## src/design/triangle_bbox_rasterizer_assert.svh

```systemverilog
// Assertion macros for the triangle rasterizer
`ifndef TRIANGLE_BBOX_RASTERIZER_ASSERT_SVH
`define TRIANGLE_BBOX_RASTERIZER_ASSERT_SVH
`ifndef ASSERT_OFF
`define TBR_ASSERT_IMPL(lbl, clk, rst_n, prop) \
  lbl: assert property (@(posedge clk) disable iff (!rst_n) prop) else $error("assert failed");
`define TBR_ASSERT_PAST(lbl, clk, rst_n, prop) \
  lbl: assert property (@(posedge clk) prop) else $error("assert failed");
`else
`define TBR_ASSERT_IMPL(lbl, clk, rst_n, prop)
`define TBR_ASSERT_PAST(lbl, clk, rst_n, prop)
`endif
`endif

```

## src/design/tbr_pkg.sv

```systemverilog
`default_nettype none
package tbr_pkg;
  localparam int unsigned ShadeBits = 8;
  localparam int unsigned CfgIdxBits = 1;
  localparam int unsigned CfgDataBits = 12;
  localparam logic [CfgIdxBits-1:0] CfgMaxX = 1'b0;
  localparam logic [CfgIdxBits-1:0] CfgMaxY = 1'b1;
  localparam logic CmdStart = 1'b0;
  localparam logic CmdStep = 1'b1;
  localparam logic [CfgDataBits-1:0] MaxReset = 12'd499;
endpackage
`default_nettype wire

```

## src/design/tbr_if.sv

```systemverilog
`default_nettype none
interface tbr_in_if #(parameter int CB = 12);
  logic valid;
  logic ready;
  logic cmd;
  logic signed [CB-1:0] ax, ay, bx, by_coord, cx, cy;
  logic [7:0] shade_in;
  modport source(output valid, cmd, ax, ay, bx, by_coord, cx, cy, shade_in, input ready);
  modport sink(input valid, cmd, ax, ay, bx, by_coord, cx, cy, shade_in, output ready);
endinterface

interface tbr_out_if #(parameter int CB = 12);
  logic valid;
  logic ready;
  logic [CB-1:0] pix_x, pix_y;
  logic hit;
  logic [7:0] shade_out;
  logic last;
  modport source(output valid, pix_x, pix_y, hit, shade_out, last, input ready);
  modport sink(input valid, pix_x, pix_y, hit, shade_out, last, output ready);
endinterface
`default_nettype wire

```

## src/design/tbr_queue.sv

```systemverilog
`default_nettype none
// Two-entry queue between front and back
module tbr_queue #(
  parameter int W = 8
) (
  input  wire logic         clk_i,
  input  wire logic         rst_ni,
  input  wire logic         in_valid_i,
  output logic              in_ready_o,
  input  wire logic [W-1:0] in_data_i,
  output logic              out_valid_o,
  input  wire logic         out_ready_i,
  output logic [W-1:0]      out_data_o
);
  logic [W-1:0] mem_q [2];
  logic         wp_q, rp_q;
  logic [1:0]   cnt_q;

  assign in_ready_o  = (cnt_q != 2'd2);
  assign out_valid_o = (cnt_q != 2'd0);
  assign out_data_o  = mem_q[rp_q];

  always_ff @(posedge clk_i) begin
    if (in_valid_i && in_ready_o) mem_q[wp_q] <= in_data_i;
  end

  always_ff @(posedge clk_i or negedge rst_ni) begin
    if (!rst_ni) begin
      wp_q <= 1'b0; rp_q <= 1'b0; cnt_q <= 2'd0;
    end else begin
      if (in_valid_i && in_ready_o) wp_q <= ~wp_q;
      if (out_valid_o && out_ready_i) rp_q <= ~rp_q;
      cnt_q <= cnt_q + {1'b0, in_valid_i && in_ready_o} - {1'b0, out_valid_o && out_ready_i};
    end
  end
endmodule
`default_nettype wire

```

## src/design/tbr_front.sv

```systemverilog
`default_nettype none
// Front: takes start items, latches triangle, forms box and then area in
// setup, then issues pixel tests (x, y, hit-setup, last) in order.
module tbr_front #(
  parameter int CB = 12
) (
  input  wire logic          clk_i,
  input  wire logic          rst_ni,
  tbr_in_if.sink             in_if,
  input  wire logic [CB-1:0] max_x_i,
  input  wire logic [CB-1:0] max_y_i,
  // pixel job out: {x, y, act, last, shade, ax, ay, e1x, e1y, e2x, e2y, area}
  output logic               job_valid_o,
  input  wire logic          job_ready_i,
  output logic [CB-1:0]      job_x_o,
  output logic [CB-1:0]      job_y_o,
  output logic               job_act_o,
  output logic               job_last_o,
  output logic [7:0]         job_shade_o,
  output logic signed [CB:0] ax_o, ay_o,
  output logic signed [CB:0] e1x_o, e1y_o, e2x_o, e2y_o,
  output logic signed [2*CB+2:0] area_o
);
  localparam int XB = CB + 1;
  logic signed [XB-1:0] ax_q, ay_q, bx_q, by_q, cx_q, cy_q;
  logic [7:0] sh_q;
  logic [CB-1:0] x0_q, x1_q, y0_q, y1_q, col_q, row_q;
  logic signed [2*CB+2:0] area_q;
  logic act_q;
  logic [1:0] setup_q;
  logic signed [XB-1:0] mnx, mxx, mny, mxy, lx, ly;
  logic signed [XB:0] e1x, e1y, e2x, e2y;
  logic fin;

  function automatic logic signed [XB-1:0] clampv(
      input logic signed [XB-1:0] v, input logic signed [XB-1:0] lim);
    logic signed [XB-1:0] r;
    r = (v < lim) ? v : lim;
    if (r < 0) r = '0;
    return r;
  endfunction

  assign lx = $signed({1'b0, max_x_i});
  assign ly = $signed({1'b0, max_y_i});
  always_comb begin
    mnx = ax_q; if (bx_q < mnx) mnx = bx_q; if (cx_q < mnx) mnx = cx_q;
    mxx = ax_q; if (bx_q > mxx) mxx = bx_q; if (cx_q > mxx) mxx = cx_q;
    mny = ay_q; if (by_q < mny) mny = by_q; if (cy_q < mny) mny = cy_q;
    mxy = ay_q; if (by_q > mxy) mxy = by_q; if (cy_q > mxy) mxy = cy_q;
  end
  assign e1x = XB'(bx_q) - XB'(ax_q);
  assign e1y = by_q - ay_q;
  assign e2x = cx_q - ax_q;
  assign e2y = cy_q - ay_q;

  assign in_if.ready = (setup_q == 2'd0) &&
                       (in_if.cmd == tbr_pkg::CmdStart || job_ready_i);
  assign fin = (col_q == x1_q) && (row_q == y1_q);
  assign job_valid_o = (setup_q == 2'd0) && in_if.valid && in_if.cmd == tbr_pkg::CmdStep;
  assign job_x_o = act_q ? col_q : '0;
  assign job_y_o = act_q ? row_q : '0;
  assign job_act_o = act_q;
  assign job_last_o = act_q ? fin : 1'b1;
  assign job_shade_o = act_q ? sh_q : 8'd0;
  assign ax_o = ax_q;
  assign ay_o = ay_q;
  assign e1x_o = e1x[XB-1:0];
  assign e1y_o = e1y[XB-1:0];
  assign e2x_o = e2x[XB-1:0];
  assign e2y_o = e2y[XB-1:0];
  assign area_o = area_q;

  // Edge deltas fit in CB+1 bits; setup products use the CB+2-bit deltas
  logic signed [2*XB+1:0] p0, p1;
  logic signed [2*XB+1:0] p0_q;
  assign p0 = e2x * e1y;
  assign p1 = e1x * e2y;

  always_ff @(posedge clk_i) begin
    if (in_if.valid && in_if.ready && in_if.cmd == tbr_pkg::CmdStart) begin
      ax_q <= XB'(in_if.ax); ay_q <= XB'(in_if.ay);
      bx_q <= XB'(in_if.bx); by_q <= XB'(in_if.by_coord);
      cx_q <= XB'(in_if.cx); cy_q <= XB'(in_if.cy);
      sh_q <= in_if.shade_in;
    end
    if (setup_q == 2'd1) begin
      p0_q <= p0;
      x0_q <= CB'(clampv(mnx, lx)); x1_q <= CB'(clampv(mxx, lx));
      y0_q <= CB'(clampv(mny, ly)); y1_q <= CB'(clampv(mxy, ly));
    end
    if (setup_q == 2'd2) begin
      area_q <= (2*CB+3)'(p0_q - p1);
      col_q <= x0_q; row_q <= y0_q;
    end else if (job_valid_o && job_ready_i && act_q && !fin) begin
      if (row_q != y1_q) row_q <= row_q + 1'b1;
      else begin row_q <= y0_q; col_q <= col_q + 1'b1; end
    end
  end

  always_ff @(posedge clk_i or negedge rst_ni) begin
    if (!rst_ni) begin
      act_q <= 1'b0; setup_q <= 2'd0;
    end else begin
      if (in_if.valid && in_if.ready && in_if.cmd == tbr_pkg::CmdStart) begin
        setup_q <= 2'd1; act_q <= 1'b0;
      end else if (setup_q == 2'd1) setup_q <= 2'd2;
      else if (setup_q == 2'd2) begin setup_q <= 2'd0; act_q <= 1'b1; end
      else if (job_valid_o && job_ready_i && act_q && fin) act_q <= 1'b0;
    end
  end
endmodule
`default_nettype wire

```

## src/design/tbr_back.sv

```systemverilog
`default_nettype none
// Back: per-pixel coverage test, two stages (products, then signs).
module tbr_back #(
  parameter int CB = 12
) (
  input  wire logic          clk_i,
  input  wire logic          rst_ni,
  input  wire logic          in_valid_i,
  output logic               in_ready_o,
  input  wire logic [2*CB+10+6*(CB+1)+2*CB+3-1:0] in_data_i,
  tbr_out_if.source          out_if
);
  localparam int XB = CB + 1;
  localparam int AB = 2 * CB + 3;
  localparam int PB = 2 * XB + 4;
  logic [CB-1:0] x, y;
  logic act, last;
  logic [7:0] sh;
  logic signed [XB-1:0] ax, ay, e1x, e1y, e2x, e2y;
  logic signed [AB-1:0] area;
  assign {x, y, act, last, sh, ax, ay, e1x, e1y, e2x, e2y, area} = in_data_i;

  logic signed [XB+1:0] dx, dy;
  assign dx = $signed({2'b00, x}) - (XB+2)'(ax);
  assign dy = $signed({2'b00, y}) - (XB+2)'(ay);

  // stage 1 registers
  logic v1_q;
  logic signed [PB-1:0] u0a_q, u0b_q, u1a_q, u1b_q;
  logic signed [AB-1:0] ar_q;
  logic [CB-1:0] x1_q, y1_q;
  logic act1_q, last1_q;
  logic [7:0] sh1_q;
  // output register
  logic v2_q;
  logic [CB-1:0] x2_q, y2_q;
  logic hit2_q, last2_q;
  logic [7:0] sh2_q;

  logic adv2, adv1;
  assign adv2 = !v2_q || out_if.ready;
  assign adv1 = !v1_q || adv2;
  assign in_ready_o = adv1;

  // u0 = -e1x*dy + dx*e1y ; u1 = -dx*e2y + e2x*dy  (with d = p - a)
  logic signed [PB-1:0] u0, u1, w;
  logic sa;
  logic hit;
  assign u0 = u0a_q - u0b_q;
  assign u1 = u1a_q - u1b_q;
  assign w = PB'(ar_q) - u0 - u1;
  assign sa = ar_q[AB-1];
  always_comb begin
    hit = act1_q && (ar_q != '0);
    if (sa) hit = hit && !(u0 > 0) && !(u1 > 0) && !(w > 0);
    else    hit = hit && !(u0 < 0) && !(u1 < 0) && !(w < 0);
  end

  always_ff @(posedge clk_i) begin
    if (adv1 && in_valid_i) begin
      u0a_q <= PB'(dx * e1y); u0b_q <= PB'(dy * e1x);
      u1a_q <= PB'(dy * e2x); u1b_q <= PB'(dx * e2y);
      ar_q <= area; x1_q <= x; y1_q <= y; act1_q <= act; last1_q <= last; sh1_q <= sh;
    end
    if (adv2 && v1_q) begin
      x2_q <= x1_q; y2_q <= y1_q; hit2_q <= hit; last2_q <= last1_q; sh2_q <= sh1_q;
    end
  end

  always_ff @(posedge clk_i or negedge rst_ni) begin
    if (!rst_ni) begin
      v1_q <= 1'b0; v2_q <= 1'b0;
    end else begin
      if (adv1) v1_q <= in_valid_i;
      if (adv2) v2_q <= v1_q;
    end
  end

  assign out_if.valid = v2_q;
  assign out_if.pix_x = x2_q;
  assign out_if.pix_y = y2_q;
  assign out_if.hit = hit2_q;
  assign out_if.shade_out = sh2_q;
  assign out_if.last = last2_q;
endmodule
`default_nettype wire

```

## src/design/triangle_bbox_rasterizer.sv

```systemverilog
// Triangle rasterizer, bounding box scan with exact barycentric test.
// Step item: result passes through the queue, the product stage and the output reg.
// Throughput: one step per cycle unless the queue is full; a start is followed by setup (box, area), taking no items.
// Reset: asynchronous active low; idle, limits 499, no scan active.
`default_nettype none
`include "triangle_bbox_rasterizer_assert.svh"
module triangle_bbox_rasterizer #(
  parameter int COORD_BITS = 12
) (
  input  wire logic clk_i,
  input  wire logic rst_ni,
  tbr_in_if.sink    in_if,
  tbr_out_if.source out_if,
  input  wire logic cfg_we_i,
  input  wire logic [tbr_pkg::CfgIdxBits-1:0] cfg_idx_i,
  input  wire logic [tbr_pkg::CfgDataBits-1:0] cfg_data_i
);
  localparam int CB = COORD_BITS;
  localparam int XB = CB + 1;
  localparam int AB = 2 * CB + 3;
  localparam int QW = 2*CB + 10 + 6*XB + AB;

  logic [CB-1:0] max_x_q, max_y_q;
  always_ff @(posedge clk_i or negedge rst_ni) begin
    if (!rst_ni) begin
      max_x_q <= CB'(tbr_pkg::MaxReset); max_y_q <= CB'(tbr_pkg::MaxReset);
    end else if (cfg_we_i) begin
      case (cfg_idx_i)
        tbr_pkg::CfgMaxX: max_x_q <= CB'(cfg_data_i);
        tbr_pkg::CfgMaxY: max_y_q <= CB'(cfg_data_i);
        default: ;
      endcase
    end
  end

  logic jv, jr, jact, jlast;
  logic [CB-1:0] jx, jy;
  logic [7:0] jsh;
  logic signed [XB-1:0] ax, ay, e1x, e1y, e2x, e2y;
  logic signed [AB-1:0] area;

  tbr_front #(.CB(CB)) u_front (
    .clk_i, .rst_ni, .in_if,
    .max_x_i(max_x_q), .max_y_i(max_y_q),
    .job_valid_o(jv), .job_ready_i(jr), .job_x_o(jx), .job_y_o(jy),
    .job_act_o(jact), .job_last_o(jlast), .job_shade_o(jsh),
    .ax_o(ax), .ay_o(ay), .e1x_o(e1x), .e1y_o(e1y), .e2x_o(e2x), .e2y_o(e2y),
    .area_o(area)
  );

  logic qv, qr;
  logic [QW-1:0] qd;
  tbr_queue #(.W(QW)) u_queue (
    .clk_i, .rst_ni, .in_valid_i(jv), .in_ready_o(jr),
    .in_data_i({jx, jy, jact, jlast, jsh, ax, ay, e1x, e1y, e2x, e2y, area}),
    .out_valid_o(qv), .out_ready_i(qr), .out_data_o(qd)
  );

  tbr_back #(.CB(CB)) u_back (
    .clk_i, .rst_ni, .in_valid_i(qv), .in_ready_o(qr), .in_data_i(qd), .out_if
  );

  // Result payload as one word for the hold check
  logic [2*CB+10-1:0] out_word;
  assign out_word = {out_if.pix_x, out_if.pix_y, out_if.hit, out_if.shade_out, out_if.last};

  `TBR_ASSERT_IMPL(a_hold, clk_i, rst_ni, out_if.valid && !out_if.ready |=> out_if.valid)
  `TBR_ASSERT_IMPL(a_stable, clk_i, rst_ni, out_if.valid && !out_if.ready |=> $stable(out_word))
  `TBR_ASSERT_IMPL(a_cfgx, clk_i, rst_ni, cfg_we_i && cfg_idx_i == tbr_pkg::CfgMaxX |=> max_x_q == $past(CB'(cfg_data_i)))
endmodule
`default_nettype wire
```

## src/flat_wrapper.sv

```systemverilog
// flat-port wrapper written by rule: the top's interface ports become plain ports
module triangle_bbox_rasterizer_flat 
#(
  parameter int COORD_BITS = 12
)
  (clk_i, rst_ni, cfg_we_i, cfg_idx_i, cfg_data_i, in_if_valid, in_if_cmd, in_if_ax, in_if_ay, in_if_bx, in_if_by_coord, in_if_cx, in_if_cy, in_if_shade_in, in_if_ready, out_if_valid, out_if_pix_x, out_if_pix_y, out_if_hit, out_if_shade_out, out_if_last, out_if_ready);
  tbr_in_if in_if_i ();
  tbr_out_if out_if_i ();
  input  wire logic clk_i;
  input  wire logic rst_ni;
  input  wire logic cfg_we_i;
  input  wire logic [tbr_pkg::CfgIdxBits-1:0] cfg_idx_i;
  input  wire logic [tbr_pkg::CfgDataBits-1:0] cfg_data_i;
  input wire logic [$bits(in_if_i.valid)-1:0] in_if_valid;
  input wire logic [$bits(in_if_i.cmd)-1:0] in_if_cmd;
  input wire logic [$bits(in_if_i.ax)-1:0] in_if_ax;
  input wire logic [$bits(in_if_i.ay)-1:0] in_if_ay;
  input wire logic [$bits(in_if_i.bx)-1:0] in_if_bx;
  input wire logic [$bits(in_if_i.by_coord)-1:0] in_if_by_coord;
  input wire logic [$bits(in_if_i.cx)-1:0] in_if_cx;
  input wire logic [$bits(in_if_i.cy)-1:0] in_if_cy;
  input wire logic [$bits(in_if_i.shade_in)-1:0] in_if_shade_in;
  output wire logic [$bits(in_if_i.ready)-1:0] in_if_ready;
  output wire logic [$bits(out_if_i.valid)-1:0] out_if_valid;
  output wire logic [$bits(out_if_i.pix_x)-1:0] out_if_pix_x;
  output wire logic [$bits(out_if_i.pix_y)-1:0] out_if_pix_y;
  output wire logic [$bits(out_if_i.hit)-1:0] out_if_hit;
  output wire logic [$bits(out_if_i.shade_out)-1:0] out_if_shade_out;
  output wire logic [$bits(out_if_i.last)-1:0] out_if_last;
  input wire logic [$bits(out_if_i.ready)-1:0] out_if_ready;
  assign in_if_i.valid = in_if_valid;
  assign in_if_i.cmd = in_if_cmd;
  assign in_if_i.ax = in_if_ax;
  assign in_if_i.ay = in_if_ay;
  assign in_if_i.bx = in_if_bx;
  assign in_if_i.by_coord = in_if_by_coord;
  assign in_if_i.cx = in_if_cx;
  assign in_if_i.cy = in_if_cy;
  assign in_if_i.shade_in = in_if_shade_in;
  assign in_if_ready = in_if_i.ready;
  assign out_if_valid = out_if_i.valid;
  assign out_if_pix_x = out_if_i.pix_x;
  assign out_if_pix_y = out_if_i.pix_y;
  assign out_if_hit = out_if_i.hit;
  assign out_if_shade_out = out_if_i.shade_out;
  assign out_if_last = out_if_i.last;
  assign out_if_i.ready = out_if_ready;
  triangle_bbox_rasterizer #(.COORD_BITS(COORD_BITS)) u_core (.clk_i(clk_i), .rst_ni(rst_ni), .in_if(in_if_i), .out_if(out_if_i), .cfg_we_i(cfg_we_i), .cfg_idx_i(cfg_idx_i), .cfg_data_i(cfg_data_i));
endmodule
```

## config.mk

```make
export PLATFORM = sky130hd
export DESIGN_NAME = triangle_bbox_rasterizer_flat
export DESIGN_NICKNAME = d
export VERILOG_FILES = /design/src/design/tbr_pkg.sv /design/src/design/tbr_if.sv /design/src/design/tbr_queue.sv /design/src/design/tbr_front.sv /design/src/design/tbr_back.sv /design/src/design/triangle_bbox_rasterizer.sv /design/src/flat_wrapper.sv
export VERILOG_INCLUDE_DIRS = /design/src /design/src/design
export SDC_FILE = /design/constraint.sdc
export NUM_CORES = 2
export LEC_CHECK = 0
export ABC_AREA = 1
export BUFFER_PORTS_ARGS = -buffer_cell sky130_fd_sc_hd__buf_2
export CORE_MARGIN = 2
export CORE_UTILIZATION = 45
export CTS_CLUSTER_SIZE = 30
export DETAILED_ROUTE_END_ITERATION = 10
export SLEW_MARGIN = 25
export SYNTH_ARGS = -nofsm -noshare
export SYNTH_HDL_FRONTEND = slang
export SYNTH_SLANG_ARGS = --single-unit
```

## constraint.sdc

```tcl
create_clock -name clk_i -period 9 [get_ports clk_i]
set_clock_uncertainty 0.1 [all_clocks]
set_input_delay 0.9 -clock clk_i [delete_from_list [all_inputs] [get_ports clk_i]]
set_output_delay 0.9 -clock clk_i [all_outputs]
set_load 0.005 [all_outputs]
```

# Word-level counts from Yosys, hierarchy flattened
# Memory sizes are Yosys's and may differ from the RTL's.
# Index checks and enable logic that the tools add are counted.
classes:
  add_sub_neg: 15
  mul: 6
  order_cmp: 22
  n_eq_ne: 8
  n_mux: 32
  bitwise: 4
  n_reduce_logical: 41
ops:
  columns: ["cell", "count"]
  rows:
  - ["2-to-1 mux 13 bit", 12]
  - ["multiplier 14 x 13 -> 27 bit", 4]
  - ["2-to-1 mux 12 bit", 8]
  - ["greater-than comparator 30 x 1 -> 1 bit, second input constant", 3]
  - ["< comparator 30 x 1 -> 1 bit, second input constant", 3]
  - ["subtractor 30 bit", 3]
  - ["< comparator 13 x 1 -> 1 bit, second input constant", 4]
  - ["< comparator 13 bit", 4]
  - ["multiplier 13 x 13 -> 26 bit", 2]
  - ["subtractor 12 x 12 -> 13 bit", 4]
  - ["subtractor 27 x 30 -> 30 bit", 1]
  - ["subtractor 13 x 13 -> 14 bit", 2]
  - ["nonzero test 27 bit", 1]
  - ["subtractor 26 x 26 -> 27 bit", 1]
  - ["greater-than comparator 12 x 13 -> 1 bit", 2]
  - ["< comparator 12 x 13 -> 1 bit", 2]
  - ["adder 12 x 1 -> 12 bit, second input constant", 2]
  - ["equality test 12 bit", 2]
  - ["greater-than comparator 12 bit", 2]
  - ["< comparator 12 bit", 2]
  - ["logical AND 1 bit", 19]
  - ["!= test 12 bit", 1]
  - ["logical NOT 1 bit", 9]
  - ["2-to-1 mux 1 bit", 8]
  - ["13 further kinds", 27]
word_totals:
  register_bits: 453
  ramBits: 278
  input_bits: 99
  output_inout_bits: 36
  elab_cells: 168
  n_memories: 1
mem_list:
  columns: ["name", "depth", "word_bits", "read_ports", "rd_ports_with_merged_regs", "write_ports", "line_no", "source"]
  rows:
  - ["u_core.u_queue.mem_q", 2, 139, 1, 0, 1, "tbr_queue.sv:15", "logic [W-1:0] mem_q [2];"]

# Logic depth before layout (Yosys ltp)
logic_depth:
  word_depth: 10
  ltp_mapped: 48

# Hierarchy
# Synthesis repeated with hierarchy kept, for this count alone.
hier_totals:
  cells_unflattened: 8889
  area_unflattened_um2: 79867.8
by_module_without_submodules:
  columns: ["module", "instances", "cells_per_inst", "area_each_um2", "seq_area_each_um2"]
  rows:
  - ["tbr_back", 1, 4873, 40900.5, 6145.9]
  - ["tbr_front", 1, 3152, 27621.5, 6231.0]
  - ["tbr_queue", 1, 758, 10364.9, 8448.1]
  - ["triangle_bbox_rasterizer", 1, 106, 980.9, 618.1]

# Least setup slack after synthesis
# No wires, ideal clock.
synth_path:
  path_type: "reg2reg"
  startpoint: "reg u_core.u_queue.rp_q"
  endpoint: "reg u_core.u_back.u1b_q[25], data pin"
  setup_ps: 258
  t_arrival_ps: 8211
  t_required_ps: 8642
  setup_slack_ps: 431
  stages_incl_launch_ff: 41
  n_path_buf: 5
  synth_period_minus_slack_ps: 8569
  cell_sequence: "dfrtp_1 buf_2 clkbuf_1 clkbuf_1 buf_1 o21ai_0 ha_1 fa_1 o21ai_0 nand2_1 nand2_1 a21oi_1 or2_2 nand2_1 clkinv_1 buf_2 nand2_1 fa_1 [... 5 more ...] inv_1 fa_1 fa_1 ha_1 a21oi_1 o21ai_0 a21oi_2 inv_1 a21oi_1 o21ai_1 nand2_1 nand2_1 nand2_1 nand2_1 nand2_1 nand2_1 a21oi_1 xnor2_1"
synth_via:
  elab_chain_cells: 3
synth_lines:
  columns: ["element", "line_no", "source"]
  rows:
  - ["start, declared", "tbr_queue.sv:16", "logic wp_q, rp_q;"]
  - ["start signal, assigned", "tbr_queue.sv:32", "if (out_valid_o && out_ready_i) rp_q <= ~rp_q;"]
  - ["memory (2 x 139 bit) (*)", null, null]
  - ["subtractor 13 x 13 -> 14 bit", "tbr_back.sv:24", "assign dx = $signed({2'b00, x}) - (XB+2)'(ax);"]
  - ["multiplier 14 x 13 -> 27 bit (*)", "tbr_back.sv:62", "u1a_q <= PB'(dy * e2x); u1b_q <= PB'(dx * e2y);"]
  - ["end signal, assigned", "tbr_back.sv:62", null]
  - ["end, declared", "tbr_back.sv:29", "logic signed [PB-1:0] u0a_q, u0b_q, u1a_q, u1b_q;"]
# Every way passes the cells marked *; elsewhere a longest branch is shown, timed or not.
# A chain may end at the register's enable or synchronous reset.

# Final worst setup path
layout_path:
  startpoint: "reg u_core.u_front.cx_q[0]"
  endpoint: "reg u_core.u_front.p0_q[25] (netlist name)"
layout_via:
  elab_chain_cells: 2
layout_lines:
  columns: ["element", "line_no", "source"]
  rows:
  - ["start, declared", "tbr_front.sv:25", "logic signed [XB-1:0] ax_q, ay_q, bx_q, by_q, cx_q, cy_q;"]
  - ["start signal, assigned", "tbr_front.sv:83", "cx_q <= XB'(in_if.cx); cy_q <= XB'(in_if.cy);"]
  - ["subtractor 12 x 12 -> 13 bit", "tbr_front.sv:53", "assign e2x = cx_q - ax_q;"]
  - ["via u_core.e2x[6]", "triangle_bbox_rasterizer.sv:39", "logic signed [XB-1:0] ax, ay, e1x, e1y, e2x, e2y;"]
  - ["multiplier 13 x 13 -> 26 bit", "tbr_front.sv:76", "assign p0 = e2x * e1y;"]
  - ["via u_core.u_front.p0[25]", "tbr_front.sv:74", "logic signed [2*XB+1:0] p0, p1;"]
# The timed path passes the listed nets, and every way through them passes these cells.

==> impl_metrics.toml <==
[outcome]
outcome = "finished, final reports clean"

[clocking]
cts-htree-levels = 3
cts_max_path_buffers = 3
cts_inserted_buffers = 82
count_of_hold_buffers_inserted_by_post_cts_repair = 0
cts_root_buffer = "sky130_fd_sc_hd__clkbuf_16"
clock-sinks = 715
clk_transition_reported_paths_ps = 60
clock_insertion_delay_worst_skew_ps = 730
cts_tree = "yes"

[setup_path]
worst_setup_path_end_kind = "flop"
timing.critical_path.fanout_max = 10
timing.critical_path.slowest_stage_cell = "sky130_fd_sc_hd__fa_1"
worst-endpoint-arrival_ps = 8980
crit_path_kind = "reg -> reg"
timing.critical_path.required_ps = 9380
cpPeakStageDelay_ps = 580
start_kind = "flop"
timing.critical_path.mode_cell = "sky130_fd_sc_hd__fa_1"

[timing]
unrepaired_setup_endpoints_after_global_routing = "no"
period_share_pct = 95.53
post-route-min-period_ps = 8598
maxSlewHeadroom_pct = 26.40
hold_viol_final = 0
finalMaxSlewViolations = 0
setup_viol = 0
timing.hold.ws_ps = 195.9
totalNegativeSetupSlack_ps = 0
clock.fmax_mhz = 116.3
tightestPinTransition_ps = 1099

[flow_run]
max_cap_violations = 0

[global_route]
grt_first_pass_wirelength_um = 358700
grt_max_degree = 138
globalRouteTotalUtil_pct = 26.55
gr-max-usage-layer = "met2"
gr-usage-met1_pct = 35.27
grt_antenna_before_repair = 15
grtUsageMet3_pct = 3.254
gr-total-overflow = 0
grt_pass1_vias = 60359
global_route.usage.met2_pct = 44.57

[yosys]
syn_area_mm2 = 0.07868
synth.top_cells.by_area = "sky130_fd_sc_hd__fa_1 (28%), sky130_fd_sc_hd__edfxtp_1 (26%), sky130_fd_sc_hd__ha_1 (11%)"
synth_area_per_cell_um2 = 9.147
synth_area_leader_cell = "sky130_fd_sc_hd__fa_1"
post-synth-top-area-fraction_pct = 27.89
ys.flop_type = "sky130_fd_sc_hd__edfxtp_1"
synth_sequential_area_ratio_pct = 27.10
ys_ff_latch = 715
post_synth_num_cell_types = 57
mappedNetlistNets = 10467
post_synth_inst_count = 8602
edff_count_synth = 682
async_flop_share_pct = 4.615
yosys_warnings = 0

[floorplan]
starting_density_of_the_core_pct = 45.27
coreArea_mm2 = 0.1738
rows = 153
die_w_um = 422.2
die_height_um = 422.2
design.portCount = 135
die_area_mm2 = 0.1782

[cells_and_area]
seq_area_mm2 = 0.02133
layout-drive-gt1-share_pct = 6.756
fillerInstances = 16537
finish.net_count = 10708
mostFrequentLayoutCells = "sky130_fd_sc_hd__inv_1 (1996), sky130_fd_sc_hd__nand2_1 (1581), sky130_fd_sc_hd__fa_1 (1096)"
multiInputGateArea_mm2 = 0.04914
post_layout_inst_area_mm2 = 0.08603
final_common_cell = "sky130_fd_sc_hd__inv_1"
areaGrowthSynthToFinish_pct = 9.342

[routing]
post_dr_wirelength_cell_um = 20.71
drt_wl_total_um = 232800
drc_errors = 0
detail_route.first_pass.iterations = 8
routed-via-count = 57812
first_iter_violations = 4577
postRouteAntennaNets = 0
routed_vias_inst = 5.143

[placement]
postPlaceCellArea_mm2 = 0.08311
finalWeightedCongestion = 0.9499
port_buffers = 134
half_perimeter_wire_length_after_placement_um = 193000

[worst_hold_path]
hold_removal_path_class = "in -> async"
-- what timing repair did --
action	4_1_cts	5_1_grt
gates resized for setup	0	13
setup endpoints to repair	0	17
buffers inserted	0	3
-- state kept, by name, summed over array words and instances (netlist names), 26 cells and up --
name,flops
u_core.u_back.u1a_q,27
u_core.u_back.u1b_q,27
u_core.u_back.ar_q,27
u_core.u_front.area_o,27
u_core.u_back.u0b_q,27
u_core.u_front.p0_q,26
u_core.u_back.u0a_q,27
u_core.u_queue.mem_q,274
-- worst max-delay path, delay by kind of cell, from the launching register on --
| kind | cells | cell delay (ps) |
|---|---|---|
| flip-flops | 1 | 400 |
| buffers and inverters | 7 | 850 |
| adder cells (fa/ha/maj) | 9 | 4010 |
| AND/OR/NAND/NOR | 7 | 1030 |
| AO/OA/AOI/OAI | 9 | 1860 |
| XOR/XNOR | 1 | 80 |
-- area by class of cell --
class | instances | area share [%]
multi-input combinational | 5693 | 57.12
sequential | 715 | 24.79
inverter | 2032 | 8.892
tap | 2325 | 3.381
clock buffer | 103 | 2.512
timing repair buffer | 319 | 2.496
clock inverter | 48 | 0.7970
antenna | 6 | 0.01745
-- cells by family after synthesis --
group	Yosys count	synth area share, %
buffers and inverters	2194	10.57
AO/OA/AOI/OAI	872	6.181
AND/OR/NAND/NOR	2721	13.86
adder cells (fa/ha/maj)	1766	38.54
XOR/XNOR	312	3.473
multiplexers	22	0.2799
flip-flops	715	27.10
-- metrics by stage --
step | utilization, % | instances | setup WS, ps
2_1_floorplan | - | 8602 | 431.0
3_3_place_gp | 47.81 | 11080 | 436.4
3_5_place_dp | 47.81 | 11081 | 341.4
4_1_cts | 49.45 | 11232 | 369.6
5_1_grt | 49.49 | 11240 | 3.373
6_report | 49.50 | 11241 | 402.2
-- synth_stat cells, types with 5 or more instances --
library cell / instances
sky130_fd_sc_hd__a211oi_1: 16
sky130_fd_sc_hd__a21boi_0: 5
sky130_fd_sc_hd__a21boi_1: 7
sky130_fd_sc_hd__a21o_1: 24
sky130_fd_sc_hd__a21oi_1: 377
sky130_fd_sc_hd__a31oi_1: 14
sky130_fd_sc_hd__and2_1: 5
sky130_fd_sc_hd__buf_2: 20
sky130_fd_sc_hd__buf_6: 6
sky130_fd_sc_hd__clkbuf_1: 131
sky130_fd_sc_hd__clkinv_1: 24
sky130_fd_sc_hd__dfrtp_1: 19
sky130_fd_sc_hd__dfstp_2: 14
sky130_fd_sc_hd__edfxtp_1: 682
sky130_fd_sc_hd__fa_1: 1096
sky130_fd_sc_hd__ha_1: 670
sky130_fd_sc_hd__inv_1: 2000
sky130_fd_sc_hd__inv_2: 7
sky130_fd_sc_hd__mux2i_1: 22
sky130_fd_sc_hd__nand2_1: 1581
sky130_fd_sc_hd__nand2_2: 16
sky130_fd_sc_hd__nand3_1: 151
sky130_fd_sc_hd__nand3b_1: 8
sky130_fd_sc_hd__nand4_1: 52
sky130_fd_sc_hd__nor2_1: 792
sky130_fd_sc_hd__nor3_1: 32
sky130_fd_sc_hd__nor4_1: 15
sky130_fd_sc_hd__o211ai_1: 9
sky130_fd_sc_hd__o21a_1: 11
sky130_fd_sc_hd__o21ai_0: 228
sky130_fd_sc_hd__o21ai_1: 97
sky130_fd_sc_hd__o21ai_2: 36
sky130_fd_sc_hd__o21bai_1: 24
sky130_fd_sc_hd__o31ai_1: 6
sky130_fd_sc_hd__or2_1: 7
sky130_fd_sc_hd__or2_2: 48
sky130_fd_sc_hd__xnor2_1: 126
sky130_fd_sc_hd__xor2_1: 186
-- routing by layer --
metal | share of wire, % | routed length, µm
met5 | 0.0056 | 13
met4 | 4.2 | 9742
met3 | 5.7 | 13320
met2 | 48 | 111100
met1 | 42 | 98700
-- final timing paths --
check	slack, ps	endpoint	from	cells after the start
setup reg to reg	400	u_core.u_front.p0_q[25]	u_core.u_front.cx_q[0]	33
hold reg to reg	320	u_core.u_back.out_if.pix_y[5]	u_core.u_back.y1_q[5]	0
max in group asynchronous	7890	u_core.u_queue.rp_q	rst_ni	1
min in group clk_i	230	u_core.u_front.cx_q[4]	in_if_cx[4]	1
hold / removal	200	u_core.max_y_q[11]	rst_ni	1
setup / recovery	400	u_core.u_front.p0_q[25]	u_core.u_front.cx_q[0]	33
Power is not shown: default switching activity piles up to over one toggle a cycle in this logic, so the estimate is an artifact.
